--- config.mk ---
export PLATFORM = sky130hd
export DESIGN_NAME = two_class_fifo_oldest_first
export DESIGN_NICKNAME = d
export VERILOG_FILES = /design/src/rtl/core/tcf_pkg.sv /design/src/rtl/core/tcf_mem.sv /design/src/rtl/core/tcf_seq.sv /design/src/rtl/core/two_class_fifo_oldest_first.sv
export SDC_FILE = /design/constraint.sdc
export NUM_CORES = 1
export LEC_CHECK = 0
export ABC_CLOCK_PERIOD_IN_PS = 5800
export BUFFER_PORTS_ARGS = -buffer_cell sky130_fd_sc_hd__buf_2
export CAP_MARGIN = 0
export CORE_AREA = 3 3 485 247
export CTS_CLUSTER_DIAMETER = 80
export DETAILED_ROUTE_END_ITERATION = 12
export DIE_AREA = 0 0 488 250
export GPL_ROUTABILITY_DRIVEN = 0
export SETUP_SLACK_MARGIN = 0.05
export SYNTH_ARGS = -nofsm -noshare
export SYNTH_HDL_FRONTEND = slang
export SYNTH_SLANG_ARGS = --single-unit
--- constraint.sdc ---
create_clock -name clock -period 5.8 [get_ports clock]
set_clock_uncertainty 0.1 [all_clocks]
set_input_delay 0.58 -clock clock [delete_from_list [all_inputs] [get_ports clock]]
set_output_delay 0.58 -clock clock [all_outputs]
set_load 0.005 [all_outputs]
--- src/rtl/core/tcf_pkg.sv ---
// shared types and constants for the two-class fifo with oldest-first dequeue
// depends on nothing; used by every module in rtl/core
`timescale 1ns / 1ps

package tcf_pkg;

   // default sizes, handed to the top level parameters
   localparam int QUEUE_DEPTH_DEF = 16;
   localparam int TAG_BITS_DEF    = 16;

   // arrival stamps are fixed at six bits
   localparam int STAMP_BITS = 6;

   // operation codes of a request
   typedef enum logic [1:0] {
      OP_ENQ      = 2'd0,
      OP_DEQ_ANY  = 2'd1,
      OP_DEQ_ZERO = 2'd2,
      OP_DEQ_ONE  = 2'd3
   } op_type;

   // result status codes
   typedef enum logic [1:0] {
      STAT_OK    = 2'd0,
      STAT_EMPTY = 2'd1,
      STAT_FULL  = 2'd2
   } status_type;

endpackage

--- src/rtl/core/tcf_mem.sv ---
// one queue store: synchronous ram holding stamp and tag per entry
// one write port, one read port with registered data; uses tcf_pkg
`timescale 1ns / 1ps

module tcf_mem #(
   parameter int QUEUE_DEPTH = tcf_pkg::QUEUE_DEPTH_DEF,
   parameter int DATA_BITS   = tcf_pkg::STAMP_BITS + tcf_pkg::TAG_BITS_DEF
) (
   input  logic                           clock,
   input  logic                           wr_en,
   input  logic [$clog2(QUEUE_DEPTH)-1:0] wr_addr,
   input  logic [DATA_BITS-1:0]           wr_data,
   input  logic                           rd_en,
   input  logic [$clog2(QUEUE_DEPTH)-1:0] rd_addr,
   output logic [DATA_BITS-1:0]           rd_data
);
   import tcf_pkg::*;

   logic [DATA_BITS-1:0] mem_ff [QUEUE_DEPTH];
   logic [DATA_BITS-1:0] rd_data_ff;

   // write port
   always_ff @(posedge clock) begin
      if (wr_en) begin
         mem_ff[wr_addr] <= wr_data;
      end
   end

   // read port, data registered when rd_en is high
   always_ff @(posedge clock) begin
      if (rd_en) begin
         rd_data_ff <= mem_ff[rd_addr];
      end
   end

   assign rd_data = rd_data_ff;

endmodule

--- src/rtl/core/tcf_seq.sv ---
// request sequencer: head and count pointers, arrival counter, age pick
// drives the two queue stores and the result register; uses tcf_pkg
`timescale 1ns / 1ps

module tcf_seq #(
   parameter int QUEUE_DEPTH = tcf_pkg::QUEUE_DEPTH_DEF,
   parameter int TAG_BITS    = tcf_pkg::TAG_BITS_DEF
) (
   input  logic                                        clock,
   input  logic                                        reset,
   // request channel
   input  logic                                        req_valid,
   output logic                                        req_stall,
   input  logic [1:0]                                  req_operation,
   input  logic                                        req_item_class,
   input  logic [TAG_BITS-1:0]                         req_item_tag,
   // result channel
   output logic                                        rsp_valid,
   input  logic                                        rsp_stall,
   output logic [1:0]                                  rsp_status,
   output logic [TAG_BITS-1:0]                         rsp_out_tag,
   output logic                                        rsp_out_class,
   // queue stores, index 0 is class zero
   output logic [1:0]                                  mem_wr_en,
   output logic [$clog2(QUEUE_DEPTH)-1:0]              mem_wr_addr,
   output logic [tcf_pkg::STAMP_BITS+TAG_BITS-1:0]     mem_wr_data,
   output logic                                        mem_rd_en,
   output logic [$clog2(QUEUE_DEPTH)-1:0]              mem_rd_addr0,
   output logic [$clog2(QUEUE_DEPTH)-1:0]              mem_rd_addr1,
   input  logic [tcf_pkg::STAMP_BITS+TAG_BITS-1:0]     mem_rd_data0,
   input  logic [tcf_pkg::STAMP_BITS+TAG_BITS-1:0]     mem_rd_data1
);
   import tcf_pkg::*;

   localparam int AW = $clog2(QUEUE_DEPTH);
   localparam int CW = $clog2(QUEUE_DEPTH + 1);
   localparam int SW = AW + 1;

   typedef enum logic {
      S_IDLE,
      S_EVAL
   } state_type;

   state_type             state_ff, state_in;
   op_type                op_ff, op_in;
   logic                  class_ff, class_in;
   logic [TAG_BITS-1:0]   tag_ff, tag_in;
   logic [AW-1:0]         head0_ff, head0_in, head1_ff, head1_in;
   logic [CW-1:0]         count0_ff, count0_in, count1_ff, count1_in;
   logic [STAMP_BITS-1:0] arrival_ff, arrival_in;
   logic                  rsp_valid_ff, rsp_valid_in;
   status_type            rsp_status_ff, rsp_status_in;
   logic [TAG_BITS-1:0]   rsp_tag_ff, rsp_tag_in;
   logic                  rsp_class_ff, rsp_class_in;

   logic                  accept;
   logic                  finish;
   logic [AW-1:0]         enq_head;
   logic [CW-1:0]         enq_count;
   logic [SW-1:0]         slot_sum;
   logic [AW-1:0]         slot;
   logic [STAMP_BITS-1:0] stamp0, stamp1, stamp_diff;
   logic                  take_none;
   logic                  take_class;
   logic [AW-1:0]         take_head;
   logic [AW-1:0]         take_head_next;

   // handshake: no request during reset, one in flight; result register parts the two sides
   assign req_stall = reset || (state_ff != S_IDLE);
   assign accept    = req_valid && !req_stall;
   assign finish    = (state_ff == S_EVAL) && (!rsp_valid_ff || !rsp_stall);

   // both heads are read as the request is taken; data is back in S_EVAL
   assign mem_rd_en    = accept;
   assign mem_rd_addr0 = head0_ff;
   assign mem_rd_addr1 = head1_ff;

   // enqueue slot: head plus count, wrapped once
   assign enq_head  = class_ff ? head1_ff : head0_ff;
   assign enq_count = class_ff ? count1_ff : count0_ff;
   assign slot_sum  = SW'(enq_head) + SW'(enq_count);
   assign slot      = (slot_sum >= SW'(QUEUE_DEPTH)) ? AW'(slot_sum - SW'(QUEUE_DEPTH))
                                                      : AW'(slot_sum);

   // age of the two heads by the sign of the modular stamp difference
   assign stamp0     = mem_rd_data0[STAMP_BITS+TAG_BITS-1:TAG_BITS];
   assign stamp1     = mem_rd_data1[STAMP_BITS+TAG_BITS-1:TAG_BITS];
   assign stamp_diff = stamp0 - stamp1;

   // pick the class to dequeue
   always_comb begin
      take_none  = 1'b0;
      take_class = 1'b0;
      unique case (op_ff)
         OP_DEQ_ANY: begin
            if (count0_ff == '0 && count1_ff == '0) begin
               take_none = 1'b1;
            end else if (count0_ff == '0) begin
               take_class = 1'b1;
            end else if (count1_ff == '0) begin
               take_class = 1'b0;
            end else begin
               take_class = !stamp_diff[STAMP_BITS-1];
            end
         end
         OP_DEQ_ZERO: begin
            take_none  = (count0_ff == '0);
            take_class = 1'b0;
         end
         OP_DEQ_ONE: begin
            take_none  = (count1_ff == '0);
            take_class = 1'b1;
         end
         default: begin
            take_none  = 1'b0;
            take_class = 1'b0;
         end
      endcase
   end

   assign take_head      = take_class ? head1_ff : head0_ff;
   assign take_head_next = (take_head == AW'(QUEUE_DEPTH - 1)) ? '0 : take_head + AW'(1);

   // store write for an enqueue that fits
   always_comb begin
      mem_wr_en   = 2'b00;
      mem_wr_addr = slot;
      mem_wr_data = {arrival_ff, tag_ff};
      if (finish && op_ff == OP_ENQ && enq_count != CW'(QUEUE_DEPTH)) begin
         mem_wr_en[class_ff] = 1'b1;
      end
   end

   // next state of pointers, sequencer and result register
   always_comb begin
      state_in      = state_ff;
      op_in         = op_ff;
      class_in      = class_ff;
      tag_in        = tag_ff;
      head0_in      = head0_ff;
      head1_in      = head1_ff;
      count0_in     = count0_ff;
      count1_in     = count1_ff;
      arrival_in    = arrival_ff;
      rsp_valid_in  = rsp_valid_ff && rsp_stall;
      rsp_status_in = rsp_status_ff;
      rsp_tag_in    = rsp_tag_ff;
      rsp_class_in  = rsp_class_ff;

      unique case (state_ff)
         S_IDLE: begin
            if (accept) begin
               op_in    = op_type'(req_operation);
               class_in = req_item_class;
               tag_in   = req_item_tag;
               state_in = S_EVAL;
            end
         end
         S_EVAL: begin
            if (finish) begin
               state_in     = S_IDLE;
               rsp_valid_in = 1'b1;
               rsp_tag_in   = '0;
               rsp_class_in = 1'b0;
               if (op_ff == OP_ENQ) begin
                  if (enq_count == CW'(QUEUE_DEPTH)) begin
                     rsp_status_in = STAT_FULL;
                  end else begin
                     rsp_status_in = STAT_OK;
                     arrival_in    = arrival_ff + STAMP_BITS'(1);
                     if (class_ff) begin
                        count1_in = count1_ff + CW'(1);
                     end else begin
                        count0_in = count0_ff + CW'(1);
                     end
                  end
               end else if (take_none) begin
                  rsp_status_in = STAT_EMPTY;
               end else begin
                  rsp_status_in = STAT_OK;
                  rsp_class_in  = take_class;
                  if (take_class) begin
                     rsp_tag_in = mem_rd_data1[TAG_BITS-1:0];
                     head1_in   = take_head_next;
                     count1_in  = count1_ff - CW'(1);
                  end else begin
                     rsp_tag_in = mem_rd_data0[TAG_BITS-1:0];
                     head0_in   = take_head_next;
                     count0_in  = count0_ff - CW'(1);
                  end
               end
            end
         end
         default: begin
            state_in = S_IDLE;
         end
      endcase
   end

   // state and registered outputs
   always_ff @(posedge clock) begin
      if (reset) begin
         state_ff     <= S_IDLE;
         head0_ff     <= '0;
         head1_ff     <= '0;
         count0_ff    <= '0;
         count1_ff    <= '0;
         arrival_ff   <= '0;
         rsp_valid_ff <= 1'b0;
      end else begin
         state_ff     <= state_in;
         head0_ff     <= head0_in;
         head1_ff     <= head1_in;
         count0_ff    <= count0_in;
         count1_ff    <= count1_in;
         arrival_ff   <= arrival_in;
         rsp_valid_ff <= rsp_valid_in;
      end
      op_ff         <= op_in;
      class_ff      <= class_in;
      tag_ff        <= tag_in;
      rsp_status_ff <= rsp_status_in;
      rsp_tag_ff    <= rsp_tag_in;
      rsp_class_ff  <= rsp_class_in;
   end

   assign rsp_valid     = rsp_valid_ff;
   assign rsp_status    = rsp_status_ff;
   assign rsp_out_tag   = rsp_tag_ff;
   assign rsp_out_class = rsp_class_ff;

endmodule

--- src/rtl/core/two_class_fifo_oldest_first.sv ---
// top level of the two-class fifo with global age order
// instantiates tcf_seq and two tcf_mem stores; uses tcf_pkg
`timescale 1ns / 1ps
//
//  channel   handshake              payload
//  -------   --------------------   -----------------------------------------
//  req       req_valid / req_stall  req_operation, req_item_class, req_item_tag
//  rsp       rsp_valid / rsp_stall  rsp_status, rsp_out_tag, rsp_out_class
//
//  every request is taken in S_IDLE and finished in S_EVAL: the heads of both
//  queue rams are read as the request is taken, and the read data comes back in
//  S_EVAL, where the result is registered and the pointers and ram are updated.
//  a new request is taken in the cycle after the result is registered, so the
//  block takes no new request until the result of the last one is registered.
//  a stalled result holds the sequencer in S_EVAL until it is taken.
//  reset clears pointers, counts and the arrival counter; the rams are not
//  cleared, as no entry's contents are used before the entry is written.
//
module two_class_fifo_oldest_first #(
   parameter int QUEUE_DEPTH = tcf_pkg::QUEUE_DEPTH_DEF,
   parameter int TAG_BITS    = tcf_pkg::TAG_BITS_DEF
) (
   input  logic                clock,
   input  logic                reset,
   input  logic                req_valid,
   output logic                req_stall,
   input  logic [1:0]          req_operation,
   input  logic                req_item_class,
   input  logic [TAG_BITS-1:0] req_item_tag,
   output logic                rsp_valid,
   input  logic                rsp_stall,
   output logic [1:0]          rsp_status,
   output logic [TAG_BITS-1:0] rsp_out_tag,
   output logic                rsp_out_class
);
   import tcf_pkg::*;

   localparam int AW = $clog2(QUEUE_DEPTH);
   localparam int DW = STAMP_BITS + TAG_BITS;

   logic [1:0]    mem_wr_en;
   logic [AW-1:0] mem_wr_addr;
   logic [DW-1:0] mem_wr_data;
   logic          mem_rd_en;
   logic [AW-1:0] mem_rd_addr0, mem_rd_addr1;
   logic [DW-1:0] mem_rd_data0, mem_rd_data1;

   // sequencer
   tcf_seq #(
      .QUEUE_DEPTH(QUEUE_DEPTH),
      .TAG_BITS   (TAG_BITS)
   ) u_seq (
      .clock         (clock),
      .reset         (reset),
      .req_valid     (req_valid),
      .req_stall     (req_stall),
      .req_operation (req_operation),
      .req_item_class(req_item_class),
      .req_item_tag  (req_item_tag),
      .rsp_valid     (rsp_valid),
      .rsp_stall     (rsp_stall),
      .rsp_status    (rsp_status),
      .rsp_out_tag   (rsp_out_tag),
      .rsp_out_class (rsp_out_class),
      .mem_wr_en     (mem_wr_en),
      .mem_wr_addr   (mem_wr_addr),
      .mem_wr_data   (mem_wr_data),
      .mem_rd_en     (mem_rd_en),
      .mem_rd_addr0  (mem_rd_addr0),
      .mem_rd_addr1  (mem_rd_addr1),
      .mem_rd_data0  (mem_rd_data0),
      .mem_rd_data1  (mem_rd_data1)
   );

   // class zero store
   tcf_mem #(
      .QUEUE_DEPTH(QUEUE_DEPTH),
      .DATA_BITS  (DW)
   ) u_mem_zero (
      .clock  (clock),
      .wr_en  (mem_wr_en[0]),
      .wr_addr(mem_wr_addr),
      .wr_data(mem_wr_data),
      .rd_en  (mem_rd_en),
      .rd_addr(mem_rd_addr0),
      .rd_data(mem_rd_data0)
   );

   // class one store
   tcf_mem #(
      .QUEUE_DEPTH(QUEUE_DEPTH),
      .DATA_BITS  (DW)
   ) u_mem_one (
      .clock  (clock),
      .wr_en  (mem_wr_en[1]),
      .wr_addr(mem_wr_addr),
      .wr_data(mem_wr_data),
      .rd_en  (mem_rd_en),
      .rd_addr(mem_rd_addr1),
      .rd_data(mem_rd_data1)
   );

endmodule

==> metrics.md, run 1 <==
| Metric | Value |
|---|---|
| CTS tree | `yes` |
| Setup crit start | `u_seq.class_ff` |
| Area growth from synthesis to final layout | `16.07%` |
| Type of the setup path with the least slack | `register to register` |
| Initial core utilization | `27.07%` |
| Setup TNS | `0 ps` |
| Critical path endpoint category | `register` |
| Transition time of the tightest slew-check pin | `1319 ps` |
| Fillcell total | `10.84k` |
| Post-route fraction of the period consumed by the critical path | `71.47%` |
| CP Data Arrival Time | `4330 ps` |
| Length in cells of the worst reg-to-reg path | `9` |
| Final #Nets | `1557` |
| Final cell area excluding filler cells | `0.03622 mm²` |
| Initial antenna violation count | `11` |
| Worst setup path endpoint | `u_mem_one.mem_ff[12][5]` |
| Share of cells above drive strength 1 | `31.25%` |
| Clock latency reported for the late side of the worst-skew pair | `620 ps` |
| Finished Layout Cells | `3118` |
| Vias after detailed routing | `14.53k` |
| Detailed placer's ending HPWL | `41.77 mm` |
| Maximum clock frequency | `241.2 MHz` |
| Leakage power of the design | `11.13 nW` |
| Post-layout min period | `4146 ps` |
| Worst max-slew margin expressed relative to the limit | `11.97%` |
| Final-report hold violation count | `0` |
| Number of enable flip-flop cells after synthesis | `786` |
| Routed WL per cell | `22.56 µm` |
| Vias per cell | `4.660` |
| Outcome | `finished, final reports clean` |
| H-tree level count | `3` |
| Max IR drop VDD | `0.0002312 V` |
| Number of synthesis warnings | `0` |
| Flip-flop and latch count after synthesis | `812` |
| Chip Height | `250 µm` |
| Count of pins on the block boundary | `44` |
| Overall routing resource usage | `11.47%` |
| Residual antenna-violating net count after detailed routing | `0` |
| Max-cap violations | `0` |
| Startpoint of the most critical register-to-register path | `u_seq.class_ff` |
| Capture point of the worst reg-to-reg path | `u_mem_one.mem_ff[12][5]` |
| Fraction of registers with async set or reset after synthesis | `0%` |
| Hold crit path type | `input pin to register` |
| Remaining routing DRC violations | `0` |
| Biggest fanout along the worst timing path | `14` |
| Final setup violation count | `0` |
| Pwr/cell area | `328.0 mW/mm²` |
| Number of placement rows | `88` |
| Setup repair after global routing missed its margin | `no` |
| Detailed Route Iter0 Violations | `1428` |
| Syn avg cell area | `22.27 µm²` |
| DIE WIDTH | `488 µm` |
| Die Area | `0.1220 mm²` |
| Yosys top cell area share | `75.65%` |
| Distinct cell type count after synthesis | `49` |
| First-pass detailed-route iteration total | `5` |
| Maximum count of clock buffers along a single path | `3` |
| Cell Area, Placed | `0.03357 mm²` |
| Area leader, netlist | `sky130_fd_sc_hd__edfxtp_1` |
| Synth Cell Area | `0.03120 mm²` |
| FF+latch area | `0.02414 mm²` |
| Clock-pin slew reported for the worst setup and hold paths after clock tree synthesis | `60 ps` |
| Multi-input logic area | `0.006867 mm²` |
| Total power consumption of the routed design | `11.88 mW` |
| Count of placed standard cells including taps | `2959` |
| Hold Slack | `38.89 ps` |
| Aggregate routed wire length | `70.34 mm` |
| Global route total overflow | `0` |
| Worst Path Required | `5990 ps` |
| Number of global-route vias before repair | `14.80k` |
| Synth Flop Type | `sky130_fd_sc_hd__edfxtp_1` |
| Register area share after synthesis | `77.31%` |
| Inserted Clock Buffers | `83` |
| Final-report max-slew violation count | `0` |
| Global-route wire length before repair | `103.7 mm` |
| Input/output buffers | `43` |
| Most common cell in the synthesized netlist | `sky130_fd_sc_hd__edfxtp_1` |
| Main area contributors after synthesis | `sky130_fd_sc_hd__edfxtp_1, sky130_fd_sc_hd__mux4_2, sky130_fd_sc_hd__dfxtp_1, sky130_fd_sc_hd__nand2_1, sky130_fd_sc_hd__nor2_1` |
| Root buffer cell | `sky130_fd_sc_hd__clkbuf_16` |
| Core Footprint | `0.1153 mm²` |
| Synthesized netlist net count | `1442` |
| Reg-to-reg slack, setup | `1650 ps` |
| Most frequent cells after synthesis | `sky130_fd_sc_hd__edfxtp_1, sky130_fd_sc_hd__mux4_2, sky130_fd_sc_hd__nand2_1, sky130_fd_sc_hd__nor2_1, sky130_fd_sc_hd__clkbuf_1` |
| CTS Sinks | `812` |
| Pin count of the biggest net entering global routing | `65` |
| Post-synthesis cell count | `1401` |
| Count of buffers added by post-CTS timing repair for setup | `0` |
| Type of origin of the critical path | `register` |
==> power by group <==
part           internal [mW]  switching, mW
Combinational          0.105          0.166
Clock                   2.94           2.18
Sequential              6.43         0.0625
Total                   9.47           2.41
==> registers in the layout, summed over array words and instances, names as in the netlist <==
register	count
u_seq.count1_ff	5
u_mem_zero.rd_data	22
u_seq.mem_rd_addr0	4
u_seq.count0_ff	5
u_mem_one.mem_ff	352
u_seq.rsp_valid	1
u_seq.rsp_out_tag	16
u_seq.class_ff	1
u_seq.rsp_out_class	1
u_seq.op_ff	2
u_seq.mem_rd_addr1	4
u_seq.tag_ff	16
u_seq.state_ff	1
u_mem_zero.mem_ff	352
u_mem_one.rd_data	22
u_seq.arrival_ff	6
u_seq.rsp_status	2
==> worst min path at each step <==
stage,start,end,depth (start not counted)
after global routing,req_item_tag[11],u_seq.tag_ff[11],1
after global placement,u_seq.rsp_valid,u_seq.state_ff,2
after CTS,req_item_tag[15],u_seq.tag_ff[15],1
after floorplan,u_seq.state_ff,u_seq.rsp_valid,2
after detailed placement,u_seq.rsp_valid,u_seq.state_ff,2
final,req_item_tag[15],u_seq.tag_ff[15],1
==> timing repair <==
action,in CTS,in global routing
hold buffers,2,0
resized for setup,0,0
hold endpoints to repair,2,0
==> kinds of logic (layout without fill, tap and decap cells) <==
logic type	count (synthesis)	count (layout)	share of synthesized area (%)
buf+inv	78	264	1.039
mux	235	235	16.38
compound gates	67	67	1.432
fa+ha+maj	18	18	0.7940
flops	812	812	77.31
simple gates	172	172	2.510
xor+xnor	19	19	0.5333
other cells	0	1	0
==> stage by stage <==
step | worst slack, ps | util (%)
finish | 1654 | 31.42
global route | 1409 | 31.41
CTS | 1705 | 31.41
detailed placement | 1748 | 29.12
global placement | 1762 | 29.12
floorplan | 1310 | -
==> per-layer routing <==
metal  wire [µm]  up-vias  global-route usage, %  part of all wire (%)
met4        1528       10                  3.042                   2.2
met1       30060     7839                  15.61                    43
met2       34060      486                  18.61                    48
met5          73        -                      0                  0.10
li1            -     6095                      -                     -
met3        4620      100                  2.465                   6.6
==> final cells by class <==
| type | count | share of cell area [%] |
|---|---|---|
| flip-flops and latches | 812 | 66.66 |
| multi-input cells | 511 | 18.96 |
| clock buffers | 101 | 6.067 |
| well taps | 1530 | 5.286 |
| repair buffers | 97 | 1.727 |
| clock inverters | 55 | 1.182 |
| inverters | 11 | 0.1140 |
| diodes | 1 | 0.006910 |
==> critical path, stage by stage, from the launching register on <==
cell and delay, ps:
sky130_fd_sc_hd__edfxtp_1 650, sky130_fd_sc_hd__mux2i_1 540, sky130_fd_sc_hd__inv_1 100, sky130_fd_sc_hd__ha_1 320, sky130_fd_sc_hd__a21o_1 180, sky130_fd_sc_hd__a21oi_1 240
sky130_fd_sc_hd__xor2_1 310, sky130_fd_sc_hd__nand3_1 300, sky130_fd_sc_hd__nor2_2 670, sky130_fd_sc_hd__buf_4 410
==> placed cells by master (no fill, tap or decap), types with 12 or more instances in the layout <==
cell	synthesis	layout
sky130_fd_sc_hd__nor2_1	53	22
sky130_fd_sc_hd__buf_2	19	43
sky130_fd_sc_hd__nand2_1	60	60
sky130_fd_sc_hd__clkbuf_16	0	85
sky130_fd_sc_hd__buf_4	2	52
sky130_fd_sc_hd__nand3_1	12	12
sky130_fd_sc_hd__clkinv_2	0	19
sky130_fd_sc_hd__edfxtp_1	786	786
sky130_fd_sc_hd__nor2_2	1	30
sky130_fd_sc_hd__mux4_2	220	220
sky130_fd_sc_hd__clkbuf_1	37	15
sky130_fd_sc_hd__a21oi_1	33	33
sky130_fd_sc_hd__ha_1	15	15
sky130_fd_sc_hd__clkinv_1	0	19
sky130_fd_sc_hd__dfxtp_1	26	20
Power figures use the tool's default switching activity.
==> run 2, diff against run 1 <==
--- a/config.mk
+++ b/config.mk
@@ -5,7 +5,7 @@
 export SDC_FILE = /design/constraint.sdc
 export NUM_CORES = 1
 export LEC_CHECK = 0
-export ABC_CLOCK_PERIOD_IN_PS = 5800
+export ABC_CLOCK_PERIOD_IN_PS = 3400
 export BUFFER_PORTS_ARGS = -buffer_cell sky130_fd_sc_hd__buf_2
 export CAP_MARGIN = 0
 export CORE_AREA = 3 3 485 247
==> constraint.sdc (replaced) <==
create_clock -name clock -period 3.4 [get_ports clock]
set_clock_uncertainty 0.1 [all_clocks]
set_input_delay 0.34 -clock clock [delete_from_list [all_inputs] [get_ports clock]]
set_output_delay 0.34 -clock clock [all_outputs]
set_load 0.005 [all_outputs]
==> metrics.md, run 2 (same netlist as run 1, synthesis figures left out) <==
| Metric | Value |
|---|---|
| Hold crit path type | `input pin to register` |
| Cell Area, Placed | `0.03433 mm² (+2.3%)` |
| Inserted Clock Buffers | `82 (-1.2%)` |
| Post-route fraction of the period consumed by the critical path | `94.76% (+23 points)` |
| CP Data Arrival Time | `3430 ps (-900 ps)` |
| Max IR drop VDD | `0.0003486 V (+51%)` |
| Overall routing resource usage | `11.76% (+0.29 points)` |
| Largest registers in the final layout | `u_mem_one.mem_ff (352), u_mem_zero.mem_ff (352)` |
| Clk network pwr share | `44.3% (+1.2 points)` |
| Total power consumption of the routed design | `20.83 mW (+75%)` |
| CTS Sinks | `812 (unchanged)` |
| Biggest fanout along the worst timing path | `22 (+8)` |
| Worst Path Required | `3610 ps (-2380 ps)` |
| Worst max-slew margin expressed relative to the limit | `19.42% (+7.4 points)` |
| First-pass detailed-route iteration total | `5 (unchanged)` |
| Type of origin of the critical path | `register` |
| Reg-to-reg slack, setup | `180 ps (-1480 ps)` |
| Worst min-delay path startpoint | `reset` |
| Clock-pin slew reported for the worst setup and hold paths after clock tree synthesis | `60 ps (about the same)` |
| Final setup violation count | `0 (unchanged)` |
| FF+latch area | `0.02414 mm² (unchanged)` |
| Outcome | `finished, final reports clean` |
| Pint | `16.63 mW (+76%)` |
| Routed WL per cell | `22.81 µm (+1.1%)` |
| Final-report max-slew violation count | `0 (unchanged)` |
| Detailed placer's ending HPWL | `42.55 mm (+1.9%)` |
| Initial antenna violation count | `9 (-2)` |
| Pre-CTS WS | `-2.888 ps (-1751 ps)` |
| Startpoint of the most critical register-to-register path | `u_seq.class_ff` |
| Core Footprint | `0.1153 mm² (unchanged)` |
| Root buffer cell | `sky130_fd_sc_hd__clkbuf_16` |
| Vias after detailed routing | `14.66k (+0.87%)` |
| Min-Delay Path Depth | `3 (+2)` |
| Count of placed standard cells including taps | `2989 (+1.0%)` |
| Area growth from synthesis to final layout | `19.87%` |
| Residual antenna-violating net count after detailed routing | `0 (unchanged)` |
| Most common library cell in the layout ignoring fill and taps | `sky130_fd_sc_hd__edfxtp_1` |
| Global route total overflow | `0 (unchanged)` |
| Global-route wire length before repair | `105.8 mm (+2.1%)` |
| Sequential share of power | `52.9% (-1.8 points)` |
| DIE WIDTH | `488 µm (unchanged)` |
| Most frequent cells in the layout | `sky130_fd_sc_hd__edfxtp_1, sky130_fd_sc_hd__mux4_2, sky130_fd_sc_hd__clkbuf_16` |
| Number of global-route vias before repair | `14.86k (+0.40%)` |
| Input/output buffers | `43 (unchanged)` |
| Maximum count of clock buffers along a single path | `3 (unchanged)` |
| Length in cells of the worst reg-to-reg path | `10 (+1)` |
| Worst path setup slack after routing | `178.1 ps (-1476 ps)` |
| Final-report hold violation count | `0 (unchanged)` |
| Capture point of the worst reg-to-reg path | `u_mem_zero.mem_ff[15][9]` |
| Multi-input logic area | `0.007082 mm² (+3.1%)` |
| Type of the setup path with the least slack | `register to register` |
| Final #Nets | `1607 (+3.2%)` |
| Finished Layout Cells | `3164 (+1.5%)` |
| Net Switching | `4.201 mW (+75%)` |
| Pwr/cell area | `556.9 mW/mm² (+70%)` |
| Leakage power of the design | `11.54 nW (+3.7%)` |
| Clock latency reported for the late side of the worst-skew pair | `630 ps (about the same)` |
| Final standard cell utilization of the core | `32.44% (+1.0 points)` |
| Remaining routing DRC violations | `0 (unchanged)` |
| Share of cells above drive strength 1 | `33.19% (+1.9 points)` |
| WHS Endpoint | `u_seq.arrival_ff[4]` |
| Post-layout min period | `3222 ps (-923.6 ps)` |
| Initial core utilization | `27.07% (unchanged)` |
| Detailed Route Iter0 Violations | `1388 (-2.8%)` |
| Aggregate routed wire length | `72.17 mm (+2.6%)` |
| Maximum clock frequency | `310.4 MHz (+29%)` |
| Count of pins on the block boundary | `44 (unchanged)` |
| Final cell area excluding filler cells | `0.03740 mm² (+3.3%)` |
| Vias per cell | `4.632 (-0.59%)` |
| Pin count of the biggest net entering global routing | `94 (+45%)` |
| Chip Height | `250 µm (unchanged)` |
| Setup TNS | `0 ps (unchanged)` |
| Setup repair after global routing missed its margin | `no` |
| Max-cap violations | `0 (unchanged)` |
| H-tree level count | `3 (unchanged)` |
| Fillcell total | `10.74k (-0.92%)` |
| Die Area | `0.1220 mm² (unchanged)` |
| Critical path endpoint category | `register` |
| Proportion of total power due to net switching | `20.17% (-0.083 points)` |
| Transition time of the tightest slew-check pin | `1209 ps (-109.8 ps)` |
| Logic pwr share | `2.8% (+0.5 points)` |
| Number of placement rows | `88 (unchanged)` |
| Hold Slack | `109.3 ps (+70.42 ps)` |
| CTS tree | `yes` |
==> run 2: timing repair <==
| action | CTS | global route |
|---|---|---|
| buffers inserted | 0 | 2 |
| hold endpoints to repair | 21 | 0 |
| setup endpoints to repair | 65 | 516 |
| hold buffers | 21 | 0 |
| pin swaps | 0 | 1 |
| resized for setup | 1 | 13 |
==> run 2: cell type report <==
class                           count  area share [%]
Inverter                           11          0.1104
Tap cell                         1530           5.118
Sequential cell                   812           64.54
Clock inverter                     54           1.730
Multi-Input combinational cell    511           18.93
Timing Repair Buffer              148           3.931
Antenna cell                        4         0.02676
Clock buffer                       94           5.607
==> run 2: worst max-delay path by stage <==
stage / start / to / slack (ps)
5_1_grt: u_seq.class_ff / u_mem_zero.mem_ff[15][0] / 20
4_1_cts: u_seq.class_ff / u_mem_one.mem_ff[10][2] / 90
3_3_place_gp: u_seq.class_ff / u_mem_one.mem_ff[10][9] / 70
2_1_floorplan: u_seq.mem_rd_addr1[2] / u_mem_one.mem_ff[11][0] / 40
3_5_place_dp: u_seq.class_ff / u_mem_one.mem_ff[10][9] / -3
6_report: u_seq.class_ff / u_mem_zero.mem_ff[15][9] / 180
==> run 2: power by group through the flow <==
stage                     sequential [mW]  combinational, mW  clock (mW)
after floorplan                      11.2              0.312           0
after global placement               11.2              0.562           0
after detailed placement             11.2              0.567           0
after CTS                            11.0              0.591        9.44
after global routing                 11.0              0.632        9.87
final                                11.0              0.582        9.23
==> run 2: metal layers <==
metal  track usage (%)  wire, µm
met1             16.22     31280
met2             18.85     34790
met3             2.386      4154
met4             3.287      1867
met5                 0        69
==> run 2: worst max-delay path, stage by stage (launching register included) <==
cell and delay [ps]:
sky130_fd_sc_hd__edfxtp_1 490, sky130_fd_sc_hd__buf_4 190, sky130_fd_sc_hd__mux2i_1 250, sky130_fd_sc_hd__inv_1 90, sky130_fd_sc_hd__ha_1 280, sky130_fd_sc_hd__a21o_1 210
sky130_fd_sc_hd__a21oi_4 240, sky130_fd_sc_hd__xor2_2 310, sky130_fd_sc_hd__nand2_1 300, sky130_fd_sc_hd__nor2_4 210, sky130_fd_sc_hd__buf_12 220
==> run 3, diff against run 2 <==
--- a/config.mk
+++ b/config.mk
@@ -5,7 +5,7 @@
 export SDC_FILE = /design/constraint.sdc
 export NUM_CORES = 1
 export LEC_CHECK = 0
-export ABC_CLOCK_PERIOD_IN_PS = 3400
+export ABC_CLOCK_PERIOD_IN_PS = 2700
 export BUFFER_PORTS_ARGS = -buffer_cell sky130_fd_sc_hd__buf_2
 export CAP_MARGIN = 0
 export CORE_AREA = 3 3 485 247
==> constraint.sdc (replaced) <==
create_clock -name clock -period 2.7 [get_ports clock]
set_clock_uncertainty 0.1 [all_clocks]
set_input_delay 0.27 -clock clock [delete_from_list [all_inputs] [get_ports clock]]
set_output_delay 0.27 -clock clock [all_outputs]
set_load 0.005 [all_outputs]
==> metrics.md, run 3 (same netlist as run 1, synthesis figures left out) <==
| Metric | Value |
|---|---|
| CTS Sinks | `812 (unchanged)` |
| Most frequent cells in the layout | `sky130_fd_sc_hd__edfxtp_1, sky130_fd_sc_hd__mux4_2, sky130_fd_sc_hd__buf_4` |
| Logic pwr share | `3.4% (+0.6 points)` |
| Worst max-slew margin expressed relative to the limit | `55.38% (+36 points)` |
| Most common cell type on the critical path | `sky130_fd_sc_hd__buf_12` |
| Critical path endpoint category | `register` |
| Largest registers in the final layout | `u_mem_one.mem_ff (352), u_mem_zero.mem_ff (352)` |
| Inserted Clock Buffers | `82 (unchanged)` |
| Post-route fraction of the period consumed by the critical path | `108.6% (+14 points)` |
| Total buffers and inverters traversed by the critical path | `5 (+2)` |
| Violated checks | `setup timing` |
| Global route total overflow | `0 (unchanged)` |
| Remaining routing DRC violations | `0 (unchanged)` |
| Clk network pwr share | `45.0% (+0.7 points)` |
| Setup repair after global routing missed its margin | `yes` |
| Pint | `21.37 mW (+29%)` |
| Number of placement rows | `88 (unchanged)` |
| Detailed placer's ending HPWL | `47.03 mm (+11%)` |
| CP Data Arrival Time | `3180 ps (-250 ps)` |
| First-pass detailed-route iteration total | `5 (unchanged)` |
| Pre-CTS WS | `-296.2 ps (-293.3 ps)` |
| Aggregate routed wire length | `75.59 mm (+4.7%)` |
| Biggest fanout along the worst timing path | `7 (-68%)` |
| Proportion of total power due to net switching | `20.16% (about the same)` |
| Maximum count of clock buffers along a single path | `3 (unchanged)` |
| CP max stage cell | `sky130_fd_sc_hd__edfxtp_1` |
| Post-layout min period | `2931 ps (-290.8 ps)` |
| Total power consumption of the routed design | `26.77 mW (+29%)` |
| Routed WL per cell | `23.12 µm (+1.4%)` |
| FF+latch area | `0.02414 mm² (unchanged)` |
| Worst path setup slack after routing | `-231.0 ps (-409.2 ps)` |
| Initial core utilization | `27.07% (unchanged)` |
| Core Footprint | `0.1153 mm² (unchanged)` |
| Number of diodes added for antenna fixing | `0 (-4)` |
| Cell-by-cell trace of the critical path | `buf_6, mux2i_2, inv_1, ha_1, a21o_1, a21oi_4, xor2_4, buf_12, nand3_4, buf_12, nor2_4, clkbuf_16` |
| Type of the setup path with the least slack | `register to register` |
| Final-report max-slew violation count | `0 (unchanged)` |
| Overall routing resource usage | `12.19% (+0.43 points)` |
| Delay of the slowest cell on the worst path | `370 ps (-120 ps)` |
| Pin count of the biggest net entering global routing | `93 (-1.1%)` |
| Die Area | `0.1220 mm² (unchanged)` |
| Final-report hold violation count | `0 (unchanged)` |
| Setup TNS | `-85000 ps (-85000 ps)` |
| Vias after detailed routing | `15.13k (+3.2%)` |
| Most common library cell in the layout ignoring fill and taps | `sky130_fd_sc_hd__edfxtp_1` |
| Worst Path Required | `2940 ps (-670 ps)` |
| H-tree level count | `3 (unchanged)` |
| Clock latency reported for the late side of the worst-skew pair | `630 ps (about the same)` |
| Type of origin of the critical path | `register` |
| Clock-pin slew reported for the worst setup and hold paths after clock tree synthesis | `60 ps (about the same)` |
| Max-cap violations | `0 (unchanged)` |
| Transition time of the tightest slew-check pin | `669.3 ps (-539.4 ps)` |
| Leakage power of the design | `12.26 nW (+6.2%)` |
| Input/output buffers | `43 (unchanged)` |
| Vias per cell | `4.628 (about the same)` |
| Share of cells above drive strength 1 | `37.72% (+4.5 points)` |
| Sequential share of power | `51.7% (-1.2 points)` |
| Maximum clock frequency | `341.2 MHz (+9.9%)` |
| Final #Nets | `1711 (+6.5%)` |
| Hold crit path type | `input pin to register` |
| CTS tree | `yes` |
| Initial antenna violation count | `2 (-7)` |
| Net Switching | `5.397 mW (+28%)` |
| Root buffer cell | `sky130_fd_sc_hd__clkbuf_16` |
| Count of pins on the block boundary | `44 (unchanged)` |
| Largest delay share family, worst path | `buffers and inverters` |
| Multi-input logic area | `0.007222 mm² (+2.0%)` |
| Outcome | `finished, violations left` |
| Area growth from synthesis to final layout | `24.95%` |
| DIE WIDTH | `488 µm (unchanged)` |
| Max IR drop VDD | `0.0005949 V (+71%)` |
| Global-route wire length before repair | `109.1 mm (+3.1%)` |
| Detailed Route Iter0 Violations | `1840 (+33%)` |
| Residual antenna-violating net count after detailed routing | `0 (unchanged)` |
| Number of global-route vias before repair | `15.41k (+3.7%)` |
| Pwr/cell area | `686.6 mW/mm² (+23%)` |
| Reg-to-reg slack, setup | `-230 ps (-410 ps)` |
| Chip Height | `250 µm (unchanged)` |
| Fillcell total | `10.61k (-1.3%)` |
| Final setup violation count | `709 (+709)` |
## run 3: worst min-delay path: cells and delay by family
family                 cells  cell delay, ps
buffers and inverters      2             370
and+or+nand+nor            1             120
## run 3: layout make-up
class | count | area share [%]
Clock buffer | 95 | 5.443
Clock inverter | 58 | 1.906
Inverter | 11 | 0.1059
Multi-Input combinational cell | 511 | 18.52
Sequential cell | 812 | 61.92
Tap cell | 1530 | 4.910
Timing Repair Buffer | 252 | 7.192
## run 3: timing repair
| item | 4_1_cts | 5_1_grt |
|---|---|---|
| pin swaps | 12 | 14 |
| endpoints found under the hold margin | 21 | 0 |
| buffers inserted | 3 | 9 |
| hold buffers | 22 | 0 |
| cloned | 3 | 9 |
| resized for setup | 20 | 22 |
| setup endpoints to repair | 728 | 731 |
## run 3: power groups by stage
stage	Sequential [mW]	Clock, mW	Combinational (mW)
floorplan	14.1	0	0.406
global placement	14.1	0	0.868
detailed placement	14.1	0	0.879
CTS	13.8	12.3	0.915
global route	13.8	12.8	0.976
finish	13.8	12.0	0.908
## run 3: path summary, 6_finish.rpt
path / startpoint / to / cells after the start
hold reg to reg: u_seq.arrival_ff[4] / u_seq.arrival_ff[4] / 2
setup reg to reg: u_seq.class_ff / u_mem_one.mem_ff[12][20] / 12
hold / removal: reset / u_seq.arrival_ff[1] / 3
setup / recovery: u_seq.class_ff / u_mem_one.mem_ff[12][20] / 12
## run 3: stage by stage
step	cell area [µm²]	utilization, %	instances	hold WS, ps
finish	38990	33.82	3269	78.84
global route	38990	33.82	3269	71.81
CTS	38580	33.47	3251	63.79
detailed placement	35310	30.63	3070	348.6
global placement	35310	30.63	3070	346.9
floorplan	31610	-	1401	268.9
## run 3: layer usage
metal,routed length [µm],GRT usage (%)
met1,33100,17.32
met5,13,0
met2,34920,18.57
met3,5799,3.052
met4,1750,3.260
